### src/k_way_merge_heap_assert.svh
// Assertion macros for the merge heap.
`ifndef K_WAY_MERGE_HEAP_ASSERT_SVH
`define K_WAY_MERGE_HEAP_ASSERT_SVH

`ifndef SYNTHESIS
`define KWM_ASSERT(lbl, prop) \
  lbl: assert property (@(posedge clk_i) disable iff (!rst_ni) prop) \
    else $error("k_way_merge_heap check failed");
`define KWM_ASSERT_ALWAYS(lbl, prop) \
  lbl: assert property (@(posedge clk_i) prop) \
    else $error("k_way_merge_heap reset check failed");
`else
`define KWM_ASSERT(lbl, prop)
`define KWM_ASSERT_ALWAYS(lbl, prop)
`endif

`endif

### src/kwm_pkg.sv
`timescale 1ns / 1ps
package kwm_pkg;

  localparam int STREAM_COUNT_DEF = 16;
  localparam int ValueW = 32;
  localparam int StreamW = 4;
  localparam int CmdW = 2;

  localparam logic [CmdW-1:0] CMD_LOAD   = 2'd0;
  localparam logic [CmdW-1:0] CMD_START  = 2'd1;
  localparam logic [CmdW-1:0] CMD_REFILL = 2'd2;

  typedef struct packed {
    logic signed [ValueW-1:0] value;
    logic [StreamW-1:0]       source;
  } heap_entry_t;

  typedef struct packed {
    logic pick_a;
    logic pick_b;
  } cmp_sel_t;

  function automatic logic entry_less(heap_entry_t a, heap_entry_t b);
    logic res;
    if (a.value != b.value) begin
      res = (a.value < b.value);
    end else begin
      res = (a.source < b.source);
    end
    return res;
  endfunction

endpackage

### src/kwm_ram.sv
`timescale 1ns / 1ps
module kwm_ram #(
  parameter int Width = 36,
  parameter int Depth = 16
) (
  input  logic                     clk_i,
  input  logic                     we_i,
  input  logic [$clog2(Depth)-1:0] waddr_i,
  input  logic [Width-1:0]         wdata_i,
  input  logic [$clog2(Depth)-1:0] raddr_a_i,
  output logic [Width-1:0]         rdata_a_o,
  input  logic [$clog2(Depth)-1:0] raddr_b_i,
  output logic [Width-1:0]         rdata_b_o
);

  logic [Width-1:0] mem_q [Depth];
  logic [Width-1:0] rdata_a_q;
  logic [Width-1:0] rdata_b_q;

  always_ff @(posedge clk_i) begin
    if (we_i) begin
      mem_q[waddr_i] <= wdata_i;
    end
    rdata_a_q <= mem_q[raddr_a_i];
    rdata_b_q <= mem_q[raddr_b_i];
  end

  assign rdata_a_o = rdata_a_q;
  assign rdata_b_o = rdata_b_q;

endmodule

### src/kwm_cmp.sv
`timescale 1ns / 1ps
module kwm_cmp import kwm_pkg::*; (
  input  heap_entry_t cur_i,
  input  heap_entry_t a_i,
  input  logic        a_vld_i,
  input  heap_entry_t b_i,
  input  logic        b_vld_i,
  output cmp_sel_t    sel_o
);

  heap_entry_t best;

  always_comb begin
    best = cur_i;
    sel_o = '0;
    if (a_vld_i && entry_less(a_i, cur_i)) begin
      best = a_i;
      sel_o.pick_a = 1'b1;
    end
    if (b_vld_i && entry_less(b_i, best)) begin
      sel_o.pick_a = 1'b0;
      sel_o.pick_b = 1'b1;
    end
  end

endmodule

### src/k_way_merge_heap.sv
// Load: accepted in idle; each level reads the parent, then compares; the entry is placed last.
// Start/refill: refill item inserted first; root read, then captured; empty heap: done word.
// Sift-down after the result: each level reads both children, then compares and writes.
// One word in flight; a held result stalls the next pop. Ignored commands change no state.
// Reset clears size, phase and output valid; heap storage is not cleared.
`timescale 1ns / 1ps
`include "k_way_merge_heap_assert.svh"
module k_way_merge_heap import kwm_pkg::*; #(
  parameter int STREAM_COUNT = STREAM_COUNT_DEF
) (
  input  logic                     clk_i,
  input  logic                     rst_ni,
  input  logic                     in_valid_i,
  output logic                     in_ready_o,
  input  logic [CmdW-1:0]          cmd_i,
  input  logic signed [ValueW-1:0] item_value_i,
  input  logic [StreamW-1:0]       stream_id_i,
  input  logic                     present_i,
  output logic                     out_valid_o,
  input  logic                     out_ready_i,
  output logic signed [ValueW-1:0] out_value_o,
  output logic [StreamW-1:0]       out_stream_o,
  output logic                     has_value_o,
  output logic                     done_res_o
);

  localparam int IdxW = $clog2(STREAM_COUNT);
  localparam int SzW = $clog2(STREAM_COUNT + 1);
  localparam logic [SzW-1:0] Full = SzW'(STREAM_COUNT);

  localparam logic [2:0] S_IDLE    = 3'd0;
  localparam logic [2:0] S_INS_RD  = 3'd1;
  localparam logic [2:0] S_INS_CMP = 3'd2;
  localparam logic [2:0] S_POP_RD  = 3'd3;
  localparam logic [2:0] S_POP_CAP = 3'd4;
  localparam logic [2:0] S_DN_RD   = 3'd5;
  localparam logic [2:0] S_DN_CMP  = 3'd6;
  localparam logic [2:0] S_EMPTY   = 3'd7;

  logic [2:0]         state_q, state_d;
  logic [SzW-1:0]     size_q, size_d;
  logic [IdxW-1:0]    idx_q, idx_d;
  heap_entry_t        cur_q, cur_d;
  logic [StreamW-1:0] pend_q, pend_d;
  logic               await_q, await_d;
  logic               pop_after_q, pop_after_d;
  logic               out_valid_q, out_valid_d;
  heap_entry_t        out_q, out_d;
  logic               out_has_q, out_has_d;
  logic               out_done_q, out_done_d;

  logic            we;
  logic [IdxW-1:0] waddr;
  heap_entry_t     wdata;
  logic [IdxW-1:0] ra_a;
  logic [IdxW-1:0] ra_b;
  heap_entry_t     rd_a;
  heap_entry_t     rd_b;

  logic [IdxW-1:0] parent_idx;
  logic [IdxW-1:0] last_idx;
  logic [SzW:0]    left_w;
  logic [SzW:0]    right_w;
  logic            left_vld;
  logic            right_vld;
  logic            slot_free;
  logic            cmp_a_vld;
  logic            cmp_b_vld;
  cmp_sel_t        sel;

  kwm_ram #(
    .Width($bits(heap_entry_t)),
    .Depth(STREAM_COUNT)
  ) u_heap (
    .clk_i    (clk_i),
    .we_i     (we),
    .waddr_i  (waddr),
    .wdata_i  (wdata),
    .raddr_a_i(ra_a),
    .rdata_a_o(rd_a),
    .raddr_b_i(ra_b),
    .rdata_b_o(rd_b)
  );

  kwm_cmp u_cmp (
    .cur_i  (cur_q),
    .a_i    (rd_a),
    .a_vld_i(cmp_a_vld),
    .b_i    (rd_b),
    .b_vld_i(cmp_b_vld),
    .sel_o  (sel)
  );

  assign parent_idx = IdxW'((idx_q - IdxW'(1)) >> 1);
  assign last_idx   = IdxW'(size_q - SzW'(1));
  assign left_w     = (SzW + 1)'({idx_q, 1'b1});
  assign right_w    = left_w + (SzW + 1)'(1);
  assign left_vld   = left_w < {1'b0, size_q};
  assign right_vld  = right_w < {1'b0, size_q};
  assign slot_free  = !out_valid_q || out_ready_i;
  assign cmp_a_vld  = (state_q == S_INS_CMP) || ((state_q == S_DN_CMP) && left_vld);
  assign cmp_b_vld  = (state_q == S_DN_CMP) && right_vld;
  assign in_ready_o = (state_q == S_IDLE);

  always_comb begin
    state_d     = state_q;
    size_d      = size_q;
    idx_d       = idx_q;
    cur_d       = cur_q;
    pend_d      = pend_q;
    await_d     = await_q;
    pop_after_d = pop_after_q;
    out_valid_d = out_valid_q && !out_ready_i;
    out_d       = out_q;
    out_has_d   = out_has_q;
    out_done_d  = out_done_q;
    we          = 1'b0;
    waddr       = idx_q;
    wdata       = cur_q;
    ra_a        = '0;
    ra_b        = '0;
    case (state_q)
      S_IDLE: begin
        if (in_valid_i) begin
          case (cmd_i)
            CMD_LOAD: begin
              if (!await_q && present_i && (size_q < Full)) begin
                cur_d.value  = item_value_i;
                cur_d.source = stream_id_i;
                idx_d        = IdxW'(size_q);
                size_d       = size_q + SzW'(1);
                pop_after_d  = 1'b0;
                state_d      = S_INS_RD;
              end
            end
            CMD_START: begin
              if (!await_q) begin
                state_d = (size_q == '0) ? S_EMPTY : S_POP_RD;
              end
            end
            CMD_REFILL: begin
              if (await_q) begin
                if (present_i && (size_q < Full)) begin
                  cur_d.value  = item_value_i;
                  cur_d.source = pend_q;
                  idx_d        = IdxW'(size_q);
                  size_d       = size_q + SzW'(1);
                  pop_after_d  = 1'b1;
                  state_d      = S_INS_RD;
                end else begin
                  state_d = (size_q == '0) ? S_EMPTY : S_POP_RD;
                end
              end
            end
            default: begin
            end
          endcase
        end
      end
      S_INS_RD: begin
        ra_a = parent_idx;
        if (idx_q == '0) begin
          we      = 1'b1;
          state_d = pop_after_q ? S_POP_RD : S_IDLE;
        end else begin
          state_d = S_INS_CMP;
        end
      end
      S_INS_CMP: begin
        ra_a = parent_idx;
        we   = 1'b1;
        if (!sel.pick_a) begin
          wdata   = rd_a;
          idx_d   = parent_idx;
          state_d = S_INS_RD;
        end else begin
          state_d = pop_after_q ? S_POP_RD : S_IDLE;
        end
      end
      S_POP_RD: begin
        ra_b    = last_idx;
        state_d = S_POP_CAP;
      end
      S_POP_CAP: begin
        ra_b = last_idx;
        if (slot_free) begin
          out_valid_d = 1'b1;
          out_d       = rd_a;
          out_has_d   = 1'b1;
          out_done_d  = 1'b0;
          pend_d      = rd_a.source;
          await_d     = 1'b1;
          size_d      = size_q - SzW'(1);
          cur_d       = rd_b;
          idx_d       = '0;
          state_d     = S_DN_RD;
        end
      end
      S_DN_RD: begin
        ra_a    = left_w[IdxW-1:0];
        ra_b    = right_w[IdxW-1:0];
        state_d = S_DN_CMP;
      end
      S_DN_CMP: begin
        ra_a = left_w[IdxW-1:0];
        ra_b = right_w[IdxW-1:0];
        we   = 1'b1;
        if (sel.pick_b) begin
          wdata   = rd_b;
          idx_d   = right_w[IdxW-1:0];
          state_d = S_DN_RD;
        end else if (sel.pick_a) begin
          wdata   = rd_a;
          idx_d   = left_w[IdxW-1:0];
          state_d = S_DN_RD;
        end else begin
          state_d = S_IDLE;
        end
      end
      S_EMPTY: begin
        if (slot_free) begin
          out_valid_d = 1'b1;
          out_d       = '0;
          out_has_d   = 1'b0;
          out_done_d  = 1'b1;
          await_d     = 1'b0;
          size_d      = '0;
          state_d     = S_IDLE;
        end
      end
      default: begin
        state_d = S_IDLE;
      end
    endcase
  end

  always_ff @(posedge clk_i or negedge rst_ni) begin
    if (!rst_ni) begin
      state_q     <= S_IDLE;
      size_q      <= '0;
      pend_q      <= '0;
      await_q     <= 1'b0;
      pop_after_q <= 1'b0;
      out_valid_q <= 1'b0;
    end else begin
      state_q     <= state_d;
      size_q      <= size_d;
      pend_q      <= pend_d;
      await_q     <= await_d;
      pop_after_q <= pop_after_d;
      out_valid_q <= out_valid_d;
    end
  end

  always_ff @(posedge clk_i) begin
    idx_q      <= idx_d;
    cur_q      <= cur_d;
    out_q      <= out_d;
    out_has_q  <= out_has_d;
    out_done_q <= out_done_d;
  end

  assign out_valid_o  = out_valid_q;
  assign out_value_o  = out_q.value;
  assign out_stream_o = out_q.source;
  assign has_value_o  = out_has_q;
  assign done_res_o   = out_done_q;

  `KWM_ASSERT(a_size_max, size_q <= Full)
  `KWM_ASSERT(a_word_src, $rose(out_valid_q) |-> $past(state_q) == S_POP_CAP || $past(state_q) == S_EMPTY)
  `KWM_ASSERT(a_done_no_await, (out_valid_q && out_done_q) |-> !await_q)
  `KWM_ASSERT(a_has_xor_done, out_valid_q |-> (out_has_q ^ out_done_q))
  `KWM_ASSERT_ALWAYS(a_rst_idle, $rose(rst_ni) |-> (state_q == S_IDLE) && !out_valid_q)

endmodule

### config.mk
export PLATFORM = sky130hd
export DESIGN_NAME = k_way_merge_heap
export DESIGN_NICKNAME = d
export VERILOG_FILES = /design/src/kwm_pkg.sv /design/src/kwm_ram.sv /design/src/kwm_cmp.sv /design/src/k_way_merge_heap.sv
export VERILOG_INCLUDE_DIRS = /design/src /design/src/src
export SDC_FILE = /design/constraint.sdc
export NUM_CORES = 1
export LEC_CHECK = 0
export BUFFER_PORTS_ARGS = -buffer_cell sky130_fd_sc_hd__buf_2
export CAP_MARGIN = 20
export CORE_MARGIN = 1.5
export CORE_UTILIZATION = 50
export CTS_BUF_LIST = sky130_fd_sc_hd__clkbuf_4
export DETAILED_ROUTE_END_ITERATION = 7
export GPL_TIMING_DRIVEN = 0
export PLACE_DENSITY_LB_ADDON = 0.05
export REMOVE_ABC_BUFFERS = 1
export SLEW_MARGIN = 20
export SYNTH_ARGS = -nofsm -noshare
export SYNTH_HDL_FRONTEND = slang
export SYNTH_SLANG_ARGS = --single-unit
export TNS_END_PERCENT = 10
### constraint.sdc
create_clock -name clk_i -period 5 [get_ports clk_i]
set_input_delay 0.75 -clock clk_i [delete_from_list [all_inputs] [get_ports clk_i]]
set_output_delay 0.75 -clock clk_i [all_outputs]
set_load 0.02 [all_outputs]
# == After elaboration in Yosys (flattened, before gate mapping) ==
# Memories as Yosys holds them, arrays and structs flattened. A register that Yosys moved wholly into a read port is not among the register bits.
# Index checks and enable logic that the tools add are counted.
# Widths: inputs -> output; s select.
# totals
romBits,0
latch_bits,0
ramBits,576
mem_count,1
ff_bits,93
input_bits,43
# memory_table
memory,words,width,rd,rd_clocked_by_memory_dff,write_ports,line_no,rtl
u_heap.mem_q,16,36,2,2,1,kwm_ram.sv:16,logic [Width-1:0] mem_q [Depth];
# classes
n_reduce_logical,34
div_mod_pow,0
muxes,68
add_sub_neg,4
n_eq_ne,25
order_cmp,7
shift,0
bitwise_logic,0
mul,0
# op_table
cell,count
$mux 36,11
$pmux 36 s2,4
$lt 32x32->1,2
$ne 32x32->1,2
$mux 4,8
$mux 3,10
$mux 5,6
$pmux 3 s8,1
$pmux 4 s2,3
$pmux 4 s4,1
$ne 3x3->1 const B,5
$pmux 5 s3,1
$ne 2x2->1 const B,7
$reduce_and 7->1,2
$mux 1,13
$eq 3x3->1 const B,4
$pmux 5 s2,1
$reduce_or 2->1,5
$pmux 3 s3,1
$reduce_and 9->1,1
$logic_and 1x1->1,8
$lt 4x4->1,2
$mux 2,4
$pmux 1 s2,4
26 further kinds,32

# == Longest topological paths before layout ==
# Gate-level depths: netlist (run 1).
# logic_depth
depth_word,12
mapped_depth,23
mapped_depth_nobuf,19

# == Cells and area by module ==
# Synthesis (run 1) repeated with hierarchy kept, for this count alone.
# hier_totals
hier_cells,2272
area_unflattened_um2,35582.9
# by_module_without_submodules
module,area_each_um2,cells_per_inst,seq_area_each_um2,n_inst
kwm_ram,27232.4,1277,18738.0,1
k_way_merge_heap,6179.7,679,2717.6,1
kwm_cmp,2170.8,316,0.0,1

# == Least setup slack after synthesis (run 1) ==
# OpenSTA, ideal clock, no wires.
# synth_path
path_kind,register to register
start,register cur_q[14] in the netlist's numbering
end,memory u_heap.mem_q[0][4] (data pin)
required_time_ns,4.693
setup_slack_ns,-0.263
stages_incl_launch_ff,21
arrival_time_ns,4.956
path_buffers,3
period_less_slack_ns,5.263
setup_time_ns,0.307
path_cell_list,edfxtp_1 > inv_1 > ha_1 > nand4_1 > or4_1 > or3_1 > o2111ai_2 > nor2_4 > buf_2 > mux2i_1 > ha_1 > nand4_1 > nor4_1 > and3_1 > nand4_1 > or2_1 > a21bo_1 > buf_4 > buf_6 > a32o_1 > a221o_1
# synth_between
elab_chain_len,11
# synth_rtl
element,line_no,rtl
start: declaration,k_way_merge_heap.sv:43,"heap_entry_t cur_q, cur_d;"
start signal: assignment,k_way_merge_heap.sv:257,cur_q <= cur_d;
$lt 32x32->1 or $ne 32x32->1 (tied branches),"kwm_pkg.sv:26, kwm_pkg.sv:25",
$mux 1,kwm_pkg.sv:25,if (a.value != b.value) begin
$logic_and 1x1->1,kwm_cmp.sv:16,"if (a_vld_i && entry_less(a_i, cur_i)) begin"
$mux 36,kwm_cmp.sv:16,
$lt 32x32->1 (tied with other cells),kwm_pkg.sv:26,res = (a.value < b.value);
$mux 1,kwm_pkg.sv:25,
$logic_and 1x1->1,kwm_cmp.sv:20,"if (b_vld_i && entry_less(b_i, best)) begin"
$mux 2 (*),kwm_cmp.sv:20,
$mux 36,k_way_merge_heap.sv:212,end else if (sel.pick_a) begin
$mux 36,k_way_merge_heap.sv:208,if (sel.pick_b) begin
$pmux 36 s2 (*),k_way_merge_heap.sv:122,case (state_q)
via u_heap.wdata_i[4],kwm_ram.sv:9,"input logic [Width-1:0] wdata_i,"
end: declaration,kwm_ram.sv:16,
# Mark *: on every way through the listed nets, which the timed path passes. The rest lies on a longest branch.

# == Worst setup path after layout (run 1) ==
# layout_path
start,register cur_q[34] in the netlist's numbering
end,memory u_heap.mem_q[4][4] (data pin)
# Same word-level chain as after synthesis.

==> results.txt, run 1 <==
Synth top cells by count -> 654 x edfxtp_1, 496 x nand2_1, 233 x and2_1
CP Buf/Inv Count -> 8
GR Overflow Total -> 0
Synth cell types -> 69
final worst slack -> -1.06 ns
Max rail drop VDD -> 554 uV
sequential cell area fraction in the yosys report -> 0.590
max-slew violations -> 0
CTS Sinks -> 741
layout cells sized above 1 -> 0.256
top_reg_cell synth -> edfxtp_1
clock group share of total power -> 0.154
fin crit share -> 1.21
DRT antenna net count -> 0
Tmin final -> 6.06 ns
Rows -> 98
YS warnings -> 0
WL final -> 114000 um
most common cell in the netlist -> edfxtp_1
instance count on the critical path -> 25
simple-gate share of the synthesized area -> 0.112
Synth area leader -> edfxtp_1
Switching Fraction -> 0.433
CTS tree -> yes
first-pass GRT wire length -> 167000 um
# port buffers -> 82
violated checks -> setup timing
Slew HR -> 0.409
cell area after synthesis -> 0.0364 mm^2
Cells after Synth -> 2849
grt peak-use layer -> met2
sw power -> 14.9 mW
Clock Tree Root -> clkbuf_4
Hold Path Class -> primary input to register
largest family of logic cells by synthesized area -> compound AO/OA/AOI/OAI gates
die width -> 273 um
Initial DRT Pass Iterations -> 8
compound-cell area share of the yosys netlist -> 0.133
initial antenna violation count -> 3
nets -> 3202
Comb power frac -> 0.549
met3 Use GR -> 0.0590
drt via density -> 6.37
Worst path most repeated cell -> nand4_1
mean post-synth cell area -> 12.8 um^2
worst-path fanout max -> 16
post-synthesis mux area share -> 0.102
Flop pwr share -> 0.297
Placed Cells -> 3744
detailed placement HPWL -> 67000 um
worst slack at placement -> -3.04 ns
kind of critical path -> register to register
final cell count without fillers -> 4193
Worst-Skew Late Latency -> 1.04 ns
CTS max path bufs -> 3
Starting Density -> 0.507
core region area -> 0.0717 mm^2
largest net degree at the start of global routing -> 69
number of synthesized register bits -> 741
Int Pwr -> 19.6 mW
RSZ-0062 raised after global routing -> yes
Slowest-stage cell, CP -> edfxtp_1
hold path depth -> 3
worst r2r path cells -> 25
starting DRC count in detailed routing -> 2787
Power per Cell Area -> 795 mW/mm^2
Die Area -> 0.0744 mm^2
Adder-Cell Fraction of Synth Area -> 0.0306
Worst Tran Pin Value -> 0.884 ns
max incr delay on CP -> 0.42 ns
number of synthesized flops with an enable pin -> 654
Reg clk slew, reported paths -> 0.06 ns
Setup crit end kind -> register
Arrival @ worst endpoint -> 6.80 ns
DRC viols -> 0
delay-heaviest family, CP -> simple AND/OR/NAND/NOR gates
GRT Overall Usage -> 0.305
post-synthesis xor/xnor area fraction -> 0.00217
P_leak -> 15.1 nW
share of the synthesized area in the top cell type -> 0.540
CP required -> 5.73 ns
Die Y -> 273 um
# H-tree levels -> 4
Hold Fails Final Rpt -> 0
Max Fclk -> 0.165 GHz
async set or reset register ratio after synthesis -> 0.0202
vias in the first global route -> 26757
Worst Setup Start Kind -> register
Area growth syn-to-layout -> 19.2%
Area contributors post-synth -> edfxtp_1 54%, mux4_2 8.9%, nand2_1 5.1%, a211oi_1 4.5%, and2_1 4.0%
met1 Usage GRT -> 0.415
io pins -> 83
outcome -> complete, but fails checks
GP Congestion -> 0.883
total CTS buffers -> 194
DR vias -> 26699
Setup-failing EPs final -> 587
Max Cap Viol -> 0
drt wl/cell -> 27.3 um
Worst Skew -> 0.0709 ns
met2 Use GR -> 0.484
-- state kept, by name, indices dropped and copies added, names as in the netlist, 3 cells and up --
name and count:
out_stream_o 4, size_q 5, cur_q 36, u_heap.rdata_b_o 36, out_value_o 32, pend_q 4
idx_q 4, u_heap.mem_q 576, state_q 3, u_heap.rdata_a_o 36
-- power by group through the flow --
stage | Sequential (mW) | Combinational [mW] | Clock [mW]
2_1_floorplan | 10.0 | 9.70 | 0
3_3_place_gp | 10.2 | 11.4 | 0
3_5_place_dp | 10.3 | 17.4 | 0
4_1_cts | 10.1 | 18.0 | 5.43
5_1_grt | 10.3 | 20.3 | 5.74
6_report | 10.2 | 18.9 | 5.32
-- worst register-to-register path: cells and delay by family, from the launching register on --
family / cells / cell delay, ns
simple gates: 11 / 2.19
buf+inv: 8 / 1.26
compound gates: 3 / 1.14
fa+ha+maj: 2 / 0.51
flops: 1 / 0.42
mux: 1 / 0.30
-- layout by cell type (no fill, tap or decap), types with 72 or more instances in the layout --
cell type	instances
edfxtp_1	654
a21oi_1	100
a311oi_1	72
mux4_2	144
nand2_1	494
ha_1	75
a31oi_1	112
buf_2	82
clkbuf_4	277
and2_1	216
a211oi_1	217
-- worst paths after layout --
check,startpoint,end,slack (ns)
min in group asynchronous,rst_ni,state_q[2]$_DFFE_PN0P_,0.18
max,cur_q[34]$_DFFE_PP_,u_heap.mem_q[4][4]$_DFFE_PP_,-1.06
min,item_value_i[7],cur_q[11]$_DFFE_PP_,0.12
max in group asynchronous,rst_ni,size_q[4]$_DFFE_PN0P_,4.53
max reg2reg,cur_q[34]$_DFFE_PP_,u_heap.mem_q[4][4]$_DFFE_PP_,-1.06
min reg2reg,pend_q[1]$_DFFE_PN0P_,pend_q[1]$_DFFE_PN0P_,0.51
-- cell families after synthesis --
group | after synthesis
muxes | 190
xor gates and xnor gates | 9
AOI/OAI and AO/OA | 673
adders and majority gates | 89
DFF | 741
and+or+nand+nor | 871
buffers and inverters | 276
-- layout make-up --
| class | instances | area [um^2] |
|---|---|---|
| diodes | 3 | 7.51 |
| flip-flops and latches | 741 | 21500 |
| inverters | 55 | 206 |
| repair buffers | 241 | 3140 |
| well taps | 950 | 1190 |
| clock inverters | 89 | 455 |
| multi-input cells | 1837 | 14800 |
| fillers | 5775 | 28400 |
| clock buffers | 277 | 2080 |
-- metrics by stage --
step / instance area, um^2 / power [mW] / hold slack, ns / TNS [ns] / utilization
finish: 43400 / 34.5 / 0.118 / -561.06 / 0.605
global route: 43400 / 36.4 / 0.0484 / -614.89 / 0.605
CTS: 42700 / 33.6 / 0.000383 / -539.92 / 0.595
detailed placement: 39200 / 27.6 / 0.497 / -1648.35 / 0.546
global placement: 37100 / 21.6 / 0.490 / -4735.09 / 0.517
floorplan: 35500 / 19.7 / 0.454 / -1297.38 / -
-- timing repair --
| action | 4_1_cts | 5_1_grt |
|---|---|---|
| hold buffers | 28 | 0 |
| endpoints found under the setup margin | 588 | 587 |
| hold endpoints to repair | 42 | 0 |
| gates resized for setup | 80 | 89 |
| cloned | 5 | 5 |
| pin swaps | 20 | 22 |
| buffers inserted | 28 | 14 |
-- metal layers --
metal,share of wire,routed length (um)
met5,0,0
met3,0.087,9950
met2,0.47,53500
met4,0.036,4140
met1,0.41,46800
Note: power is estimated with default switching activity, not from simulation.
==> run 2, diff against run 1 <==
--- a/config.mk
+++ b/config.mk
@@ -8,13 +8,13 @@
 export LEC_CHECK = 0
 export BUFFER_PORTS_ARGS = -buffer_cell sky130_fd_sc_hd__buf_2
 export CAP_MARGIN = 20
-export CORE_MARGIN = 1.5
 export CORE_UTILIZATION = 50
 export CTS_BUF_LIST = sky130_fd_sc_hd__clkbuf_4
 export DETAILED_ROUTE_END_ITERATION = 7
 export GPL_TIMING_DRIVEN = 0
 export PLACE_DENSITY_LB_ADDON = 0.05
 export REMOVE_ABC_BUFFERS = 1
+export SKIP_LAST_GASP = 1
 export SLEW_MARGIN = 20
 export SYNTH_ARGS = -nofsm -noshare
 export SYNTH_HDL_FRONTEND = slang
==> results.txt, run 2 (synthesized netlist as in run 1, its figures left out) <==
Max rail drop VDD -> 719 uV
final cell count without fillers -> 4219
Setup crit end kind -> register
kind of critical path -> register to register
total CTS buffers -> 192
# H-tree levels -> 4
R2R setup slack -> -0.99 ns
vias in the first global route -> 27028
Worst Tran Pin Value -> 0.866 ns
final worst slack -> -0.995 ns
Core Util, Final -> 0.608
WL final -> 117000 um
max incr delay on CP -> 0.57 ns
outcome -> complete, but fails checks
commonest cells after routing, fill and taps aside -> 654 x edfxtp_1, 494 x nand2_1, 279 x clkbuf_4
Worst Skew -> 0.0664 ns
max-slew violations -> 0
Worst path most repeated cell -> buf_4
violated checks -> setup timing
Max Cap Viol -> 0
Max Fclk -> 0.167 GHz
Starting Density -> 0.507
worst-path fanout max -> 7
GP Congestion -> 0.892
io pins -> 83
nets -> 3237
RSZ-0062 raised after global routing -> yes
Hold Fails Final Rpt -> 0
Largest register FFs -> 576
drt via density -> 6.45
DRT antenna net count -> 0
Arrival @ worst endpoint -> 6.91 ns
Critical R2R Capture -> state_q[0]$_DFFE_PN0P_
most common cell after layout, fill and taps aside -> edfxtp_1
Worst Setup Start Kind -> register
largest net degree at the start of global routing -> 71
Worst-Skew Late Latency -> 1.06 ns
delay-heaviest family, CP -> buffers and inverters
Slowest-stage cell, CP -> or4_4
fin crit share -> 1.20
drt wl/cell -> 27.7 um
P_leak -> 15.4 nW
Rows -> 98
CTS max path bufs -> 3
detailed placement HPWL -> 68100 um
DRC viols -> 0
core region area -> 0.0717 mm^2
Setup-failing EPs final -> 587
Reg clk slew, reported paths -> 0.07 ns
Power per Cell Area -> 799 mW/mm^2
# port buffers -> 82
Hold Path Class -> primary input to register
die width -> 272 um
GRT Overall Usage -> 0.311
CP startpoint -> cur_q[12]$_DFFE_PP_
DR vias -> 27193
initial antenna violation count -> 3
Worst Setup EP -> state_q[0]$_DFFE_PN0P_
GR Overflow Total -> 0
starting DRC count in detailed routing -> 2792
CTS tree -> yes
Pwr Total -> 34.8 mW
Tmin final -> 5.99 ns
Area growth syn-to-layout -> 19.8%
Clock Tree Root -> clkbuf_4
Die Area -> 0.0739 mm^2
layout cells sized above 1 -> 0.256
CP required -> 5.91 ns
hold path depth -> 3
worst flop-to-flop path startpoint -> cur_q[12]$_DFFE_PP_
Slew HR -> 0.417
Reg with most FFs -> u_heap.mem_q
Die Y -> 272 um
first-pass GRT wire length -> 169000 um
CTS Sinks -> 741
worst r2r path cells -> 30
CP Buf/Inv Count -> 15
Initial DRT Pass Iterations -> 6
instance count on the critical path -> 30
Placed Cells -> 3750
-- run 2: changes by cell type in the layout (fill, tap and decap cells not counted), moves of 8 or more --
cell	before	now
ha_4	14	5
mux2i_1	22	32
a211o_2	19	32
clkinv_2	19	11
ha_1	75	84
buf_4	39	58
-- run 2: repair_timing --
action / in CTS / in global routing
pin swaps: 28 / 26
hold buffers: 33 / 0
hold endpoints to repair: 47 / 0
cloned: 6 / 9
buffers inserted: 46 / 17
gates resized for setup: 93 / 44
setup endpoints to repair: 588 / 587
-- run 2: how the worst min path moves through the flow --
stage                               start                     to  slack (ns)
finish                     stream_id_i[0]     cur_q[0]$_DFFE_PP_        0.11
global route               stream_id_i[0]     cur_q[0]$_DFFE_PP_        0.05
floorplan                          rst_ni    await_q$_DFFE_PN0P_        0.45
CTS                        stream_id_i[0]     cur_q[0]$_DFFE_PP_       0.002
global placement    pend_q[0]$_DFFE_PN0P_  pend_q[0]$_DFFE_PN0P_        0.49
detailed placement  pend_q[3]$_DFFE_PN0P_  pend_q[3]$_DFFE_PN0P_        0.50
-- run 2: stage by stage --
stage          cell area (um^2)  hold WS (ns)  setup TNS [ns]  worst slack [ns]
6_report                  43600         0.108         -509.29            -0.995
2_1_floorplan             35500         0.454        -1297.38             -5.73
5_1_grt                   43600        0.0464         -577.28             -1.12
4_1_cts                   43100       0.00213         -474.49            -0.858
3_3_place_gp              37100         0.490        -4715.02            -14.85
3_5_place_dp              39300         0.498        -1110.44             -2.20
-- run 2: layout make-up --
cell class                      instances  area [um^2]
Fill cell                            5724        28100
Multi-Input combinational cell       1843        14600
Inverter                               55          206
Sequential cell                       741        21500
Tap cell                              950         1190
Timing Repair Buffer                  272         3470
Antenna cell                            3         7.51
Clock buffer                          279         2090
Clock inverter                         76          532
-- run 2: routing by layer --
layer  wire (um)  track usage  vias to the layer above
met5          13            0                        -
met4        4090        0.122                        2
met3       10600       0.0583                      315
met2       54500        0.490                     1434
met1       47700        0.428                    13657
li1            -            -                    11785
-- run 2: power breakdown --
| group | switching, mW | internal (mW) |
|---|---|---|
| Clock | 2.58 | 2.99 |
| Combinational | 11.4 | 7.64 |
| Sequential | 1.03 | 9.22 |
| Total | 15.0 | 19.8 |
-- run 2: worst reg2reg max path: cells and delay by family (launching register included) --
family          cells  cell delay (ns)
compound gates      4             0.74
buf+inv            15             1.99
mux                 1             0.20
simple gates        8             1.97
fa+ha+maj           2             0.55
flops               1             0.38
